`src/rtl/core/csw_pkg.sv`:
```
// Shared types, widths and codes for the cutoff switching weight core.
package csw_pkg;

   localparam int R_W      = 16;          // Q4.12 distance
   localparam int SQ_W     = 2 * R_W;     // Q8.24 square
   localparam int B_W      = SQ_W + 2;    // roff2 + 2r2 - 3ron2
   localparam int PROD_W   = 2 * SQ_W;    // square of a square
   localparam int PP_W     = SQ_W + B_W;  // one partial product
   localparam int FRAC_W   = 16;          // Q1.16 weight fraction
   localparam int Q_W      = FRAC_W + 1;  // quotient bits
   localparam int NUM_W    = PROD_W + B_W;        // a^2 * b
   localparam int DEN_W    = PROD_W + SQ_W;       // d^3
   localparam int REM_W    = NUM_W + FRAC_W;      // scaled numerator
   localparam int DIV_W    = DEN_W + FRAC_W;      // d^3 aligned to the top quotient bit
   localparam int CELLS    = Q_W;                 // one division cell per quotient bit
   localparam int WEIGHT_W = Q_W;

   localparam logic [WEIGHT_W-1:0] WEIGHT_ONE  = WEIGHT_W'(1 << FRAC_W);
   localparam logic [WEIGHT_W-1:0] WEIGHT_ZERO = '0;

   // configuration register map
   localparam int CSR_INDEX_W = 2;
   localparam int CSR_DATA_W  = R_W;
   localparam logic [CSR_INDEX_W-1:0] CSR_SWITCH_ENABLE     = 2'd0;
   localparam logic [CSR_INDEX_W-1:0] CSR_SWITCH_ON_RADIUS  = 2'd1;
   localparam logic [CSR_INDEX_W-1:0] CSR_SWITCH_OFF_RADIUS = 2'd2;

   localparam logic [R_W-1:0] ON_RADIUS_RESET  = 16'd4096;
   localparam logic [R_W-1:0] OFF_RADIUS_RESET = 16'd4915;

   // which branch of the weight an item takes
   typedef logic [1:0] kind_type;
   localparam kind_type KIND_FULL = 2'd0;
   localparam kind_type KIND_ZERO = 2'd1;
   localparam kind_type KIND_BAND = 2'd2;

   typedef struct packed {
      logic           enable;
      logic [R_W-1:0] on_radius;
      logic [R_W-1:0] off_radius;
   } cfg_type;

   // payload handed from cell to cell
   typedef struct packed {
      kind_type         kind;
      logic [REM_W-1:0] rem;
      logic [DIV_W-1:0] dsh;
      logic [Q_W-1:0]   quo;
   } div_data_type;

endpackage

```
`src/rtl/core/csw_div_cell.sv`:
```
// One restoring-division cell: settles one quotient bit and passes the rest on.
module csw_div_cell (
   input  logic                  clock,
   input  logic                  reset,
   input  logic                  up_valid,
   input  csw_pkg::div_data_type up_data,
   output logic                  up_ready,
   output logic                  dn_valid,
   output csw_pkg::div_data_type dn_data,
   input  logic                  dn_ready
);

   logic                     valid_ff;
   csw_pkg::div_data_type    data_ff, data_in;
   logic [csw_pkg::REM_W:0]  diff;
   logic                     take;

   assign up_ready = !valid_ff || dn_ready;

   assign diff = {1'b0, up_data.rem} - (csw_pkg::REM_W+1)'(up_data.dsh);
   assign take = !diff[csw_pkg::REM_W];

   always_comb begin
      data_in.kind = up_data.kind;
      data_in.rem  = take ? diff[csw_pkg::REM_W-1:0] : up_data.rem;
      data_in.dsh  = up_data.dsh >> 1;
      data_in.quo  = {up_data.quo[csw_pkg::Q_W-2:0], take};
   end

   always_ff @(posedge clock) begin
      if (reset) begin
         valid_ff <= 1'b0;
      end else if (up_ready) begin
         valid_ff <= up_valid;
      end
   end

   always_ff @(posedge clock) begin
      if (up_ready && up_valid) begin
         data_ff <= data_in;
      end
   end

   assign dn_valid = valid_ff;
   assign dn_data  = data_ff;

endmodule

```
`config.mk`:
```
export PLATFORM = sky130hd
export DESIGN_NAME = csw_div_cell
export DESIGN_NICKNAME = d
export VERILOG_FILES = /design/src/rtl/core/csw_pkg.sv /design/src/rtl/core/csw_div_cell.sv
export SDC_FILE = /design/constraint.sdc
export NUM_CORES = 1
export LEC_CHECK = 0
export BUFFER_PORTS_ARGS = -buffer_cell sky130_fd_sc_hd__clkbuf_2
export CAP_MARGIN = 20
export CORE_AREA = 2 2 191 193
export CTS_CLUSTER_DIAMETER = 120
export CTS_CLUSTER_SIZE = 14
export DETAILED_ROUTE_END_ITERATION = 10
export DIE_AREA = 0 0 193 195
export PLACE_DENSITY_LB_ADDON = 0.2
export SLEW_MARGIN = 20
export SYNTH_ARGS = -nofsm -noshare
export SYNTH_HDL_FRONTEND = slang
export SYNTH_SLANG_ARGS = --single-unit
```
`constraint.sdc`:
```
create_clock -name clock -period 6.8 [get_ports clock]
set_input_delay 0.34 -clock clock [delete_from_list [all_inputs] [get_ports clock]]
set_output_delay 0.34 -clock clock [all_outputs]
set_load 0.01 [all_outputs]
```
==> results.yml <==
status:
  status: "complete, no violations"
cts:
  cts_setup_buffers: 0
  cts_sinks: 245
  clk_latency_ns: 0.53
  clk_transition_reported_paths_ns: 0.06
  cts_tree: "yes"
  cts_buffers: 21
  htree_num_levels: 1
  clock-root-buffer: "clkbuf_16"
  clockBufferDepth: 3
logic_synthesis:
  yosys.area_share.xor_xnor: 0.06106
  syn_area_per_cell_um2: 9.411
  synth-main-ff-cell: "edfxtp_1"
  ys_warn_count: 0
  netlist_area_um2: 15920
  synth-adder-area-share: 0.08927
  ys_types: 67
  yosys-top-cells-area: "edfxtp_1, ha_1, a21oi_1"
  synth_top_family_by_area: "compound AO/OA/AOI/OAI gates"
  ys_ff_latch: 245
  muxShareOfSynthArea: 0
  synthSimpleGateAreaFrac: 0.1282
  synth.top_cell.area_share: 0.4602
  yosysMostFrequentCell: "a21oi_1"
  yosysSeqAreaShare: 0.4614
  async_flop_share: 0
  synth-compound-area-share: 0.2030
  synth_edf_count: 244
  synth_common_cells: "a21oi_1, edfxtp_1, nor2_1"
  syn_nets: 2054
  synth_area_leader_cell: "edfxtp_1"
  synthCells: 1692
floorplanning:
  die_x_um: 193
  dieArea_um2: 37640
  die_h_um: 195
  fp.coreArea_um2: 35400
  placement_rows: 69
  start_util: 0.4498
  ios: 496
layout:
  synthToLayoutAreaGrowth_pct: 27.03
  fin_nets: 2596
  layout-drive-gt1-share: 0.2414
routing:
  wl_per_cell_um: 18.54
  wl_um: 50160
  first_pass_iters: 7
  ant_nets: 0
  drt-initial-drc-count: 1038
  dr_total_vias: 14792
  drcViolationCount: 0
  vias_per_cell: 5.466
run:
  cap_violations: 0
setup_path:
  reg2reg_depth: 3
  reg2reg_from: "dn_valid"
  startpoint_type: "input pin"
  cp_data_arrival_time_ns: 5.39
  slowest_delay_ns: 0.56
  r2r-end: "dn_data[134]"
  required_ns: 7.04
  path_cells: "dlygate4sd3_1 -> clkbuf_2 -> inv_1 -> ha_1 -> nand4_1 -> nor3_1 -> and3_1 -> a32o_1 -> nor2_1 -> o21ai_1 -> nor3b_2 -> a31oi_4 -> o31ai_4 -> a21oi_4 -> inv_6 -> buf_4 -> a21oi_1"
  critPathMaxFanout: 104
  crit_buf_inv: 5
  r2r_slack_ns: 4.26
  setup.worst_path.end: "dn_data[166]"
  startpoint: "up_data[46]"
  cp_top_family: "buffers and inverters"
  cpMaxStageDelayCell: "inv_6"
  endpoint_kind: "register"
  cp_num_cells: 17
  path_class: "in2reg"
timing:
  fin_crit_ns: 5.147
  fmaxAchievable_ghz: 0.1943
  max_slew.worst_pin.slew_ns: 0.9555
  finalHoldViolCount: 0
  finalSetupViolations: 0
  fin_worst_skew_ns: 0.02222
  hold_ws_ns: 0.02899
  fin_crit_sh: 0.7570
  maxSlewHeadroom: 0.3630
  drv_slew: 0
  final.setup.tns_ns: 0
  rsz0062_at_grt: "false"
power:
  powerDensity_nw_per_um2: 211.3
  leakagePower_nw: 9.123
  peakVddDrop_mv: 0.2226
  total_power_mw: 4.273
grt:
  grt_max_degree: 110
  track_usage: 0.2558
  grt_pass1_wl_um: 75990
  antenna_found_initial: 5
  grt_pass1_vias: 14318
  overflow: 0
min_path:
  worstHoldPathType: "in2reg"
placed_design:
  dp_hpwl_um: 39060
  io_buffer_count: 493
  gp_congestion: 0.9311
==> power breakdown <==
part | internal (mW) | switching, mW
combinational | 0.513 | 0.764
clock | 0.565 | 0.533
sequential | 1.86 | 0.0387
total | 2.94 | 1.34
==> flip-flops by register name, summed over array words and instances (netlist names) <==
signal,cells
dn_data,244
dn_valid,1
==> logic make-up (layout without fill, tap and decap cells) <==
| logic type | Yosys count | after routing |
|---|---|---|
| adder cells (fa/ha/maj) | 113 | 113 |
| XOR/XNOR | 111 | 111 |
| flip-flops | 245 | 245 |
| buffers and inverters | 227 | 776 |
| AO/OA/AOI/OAI | 539 | 539 |
| AND/OR/NAND/NOR | 456 | 456 |
| other | 1 | 5 |
==> layout by cell type (no fill, tap or decap), drive strengths merged, types with 17 or more instances in the layout <==
| cell type | Yosys | layout |
|---|---|---|
| a21o | 55 | 55 |
| a21oi | 250 | 250 |
| a31oi | 17 | 17 |
| clkbuf | 50 | 522 |
| dlygate4sd3 | 0 | 96 |
| edfxtp | 244 | 244 |
| ha | 112 | 112 |
| inv | 152 | 153 |
| nand2 | 139 | 139 |
| nand4 | 52 | 52 |
| nor2 | 177 | 177 |
| nor3 | 22 | 22 |
| o21ai | 106 | 106 |
| o21bai | 38 | 38 |
| xnor2 | 60 | 60 |
| xor2 | 51 | 51 |
==> what timing repair did <==
item                      CTS  global route
hold buffers               96             0
hold endpoints to repair   96             0
gates resized for setup     0             0
==> worst min-delay path by stage <==
stage	startpoint	end	slack (ns)	cells after the start
floorplan	reset	dn_valid	0.41	1
global placement	reset	dn_valid	0.50	2
detailed placement	reset	dn_valid	0.51	2
CTS	up_data[29]	dn_data[28]	0.0002	1
global route	up_data[115]	dn_data[114]	0.008	1
finish	up_data[48]	dn_data[47]	0.03	1
==> through the flow <==
stage | area [µm²] | setup slack, ns | std cells | utilization
after floorplan | 15920 | 0.05476 | 1692 | -
after global placement | 18690 | 1.769 | 2576 | 0.5281
after detailed placement | 18690 | 1.680 | 2576 | 0.5281
after CTS | 20220 | 1.679 | 2702 | 0.5712
after global routing | 20230 | 1.324 | 2706 | 0.5714
final | 20230 | 1.653 | 2706 | 0.5714
==> final cells by class <==
type                            instances  area [µm²]
Multi-Input combinational cell       1220        7675
Inverter                              152       575.6
Clock inverter                          1       8.758
Tap cell                              461       576.8
Clock buffer                           29       555.5
Antenna cell                            4       10.01
Sequential cell                       245        7347
Timing Repair Buffer                  594        3478
Fill cell                            3188       15170
==> metal layers <==
layer / up-vias / part of all wire / GRT usage
met3: 109 / 0.073 / 0.03433
met4: 2 / 0.038 / 0.1002
met2: 634 / 0.47 / 0.4264
met1: 6863 / 0.42 / 0.3362
li1: 7184 / - / -
met5: - / 0.00022 / 0
No activity file was read; power rests on OpenSTA's default activity.
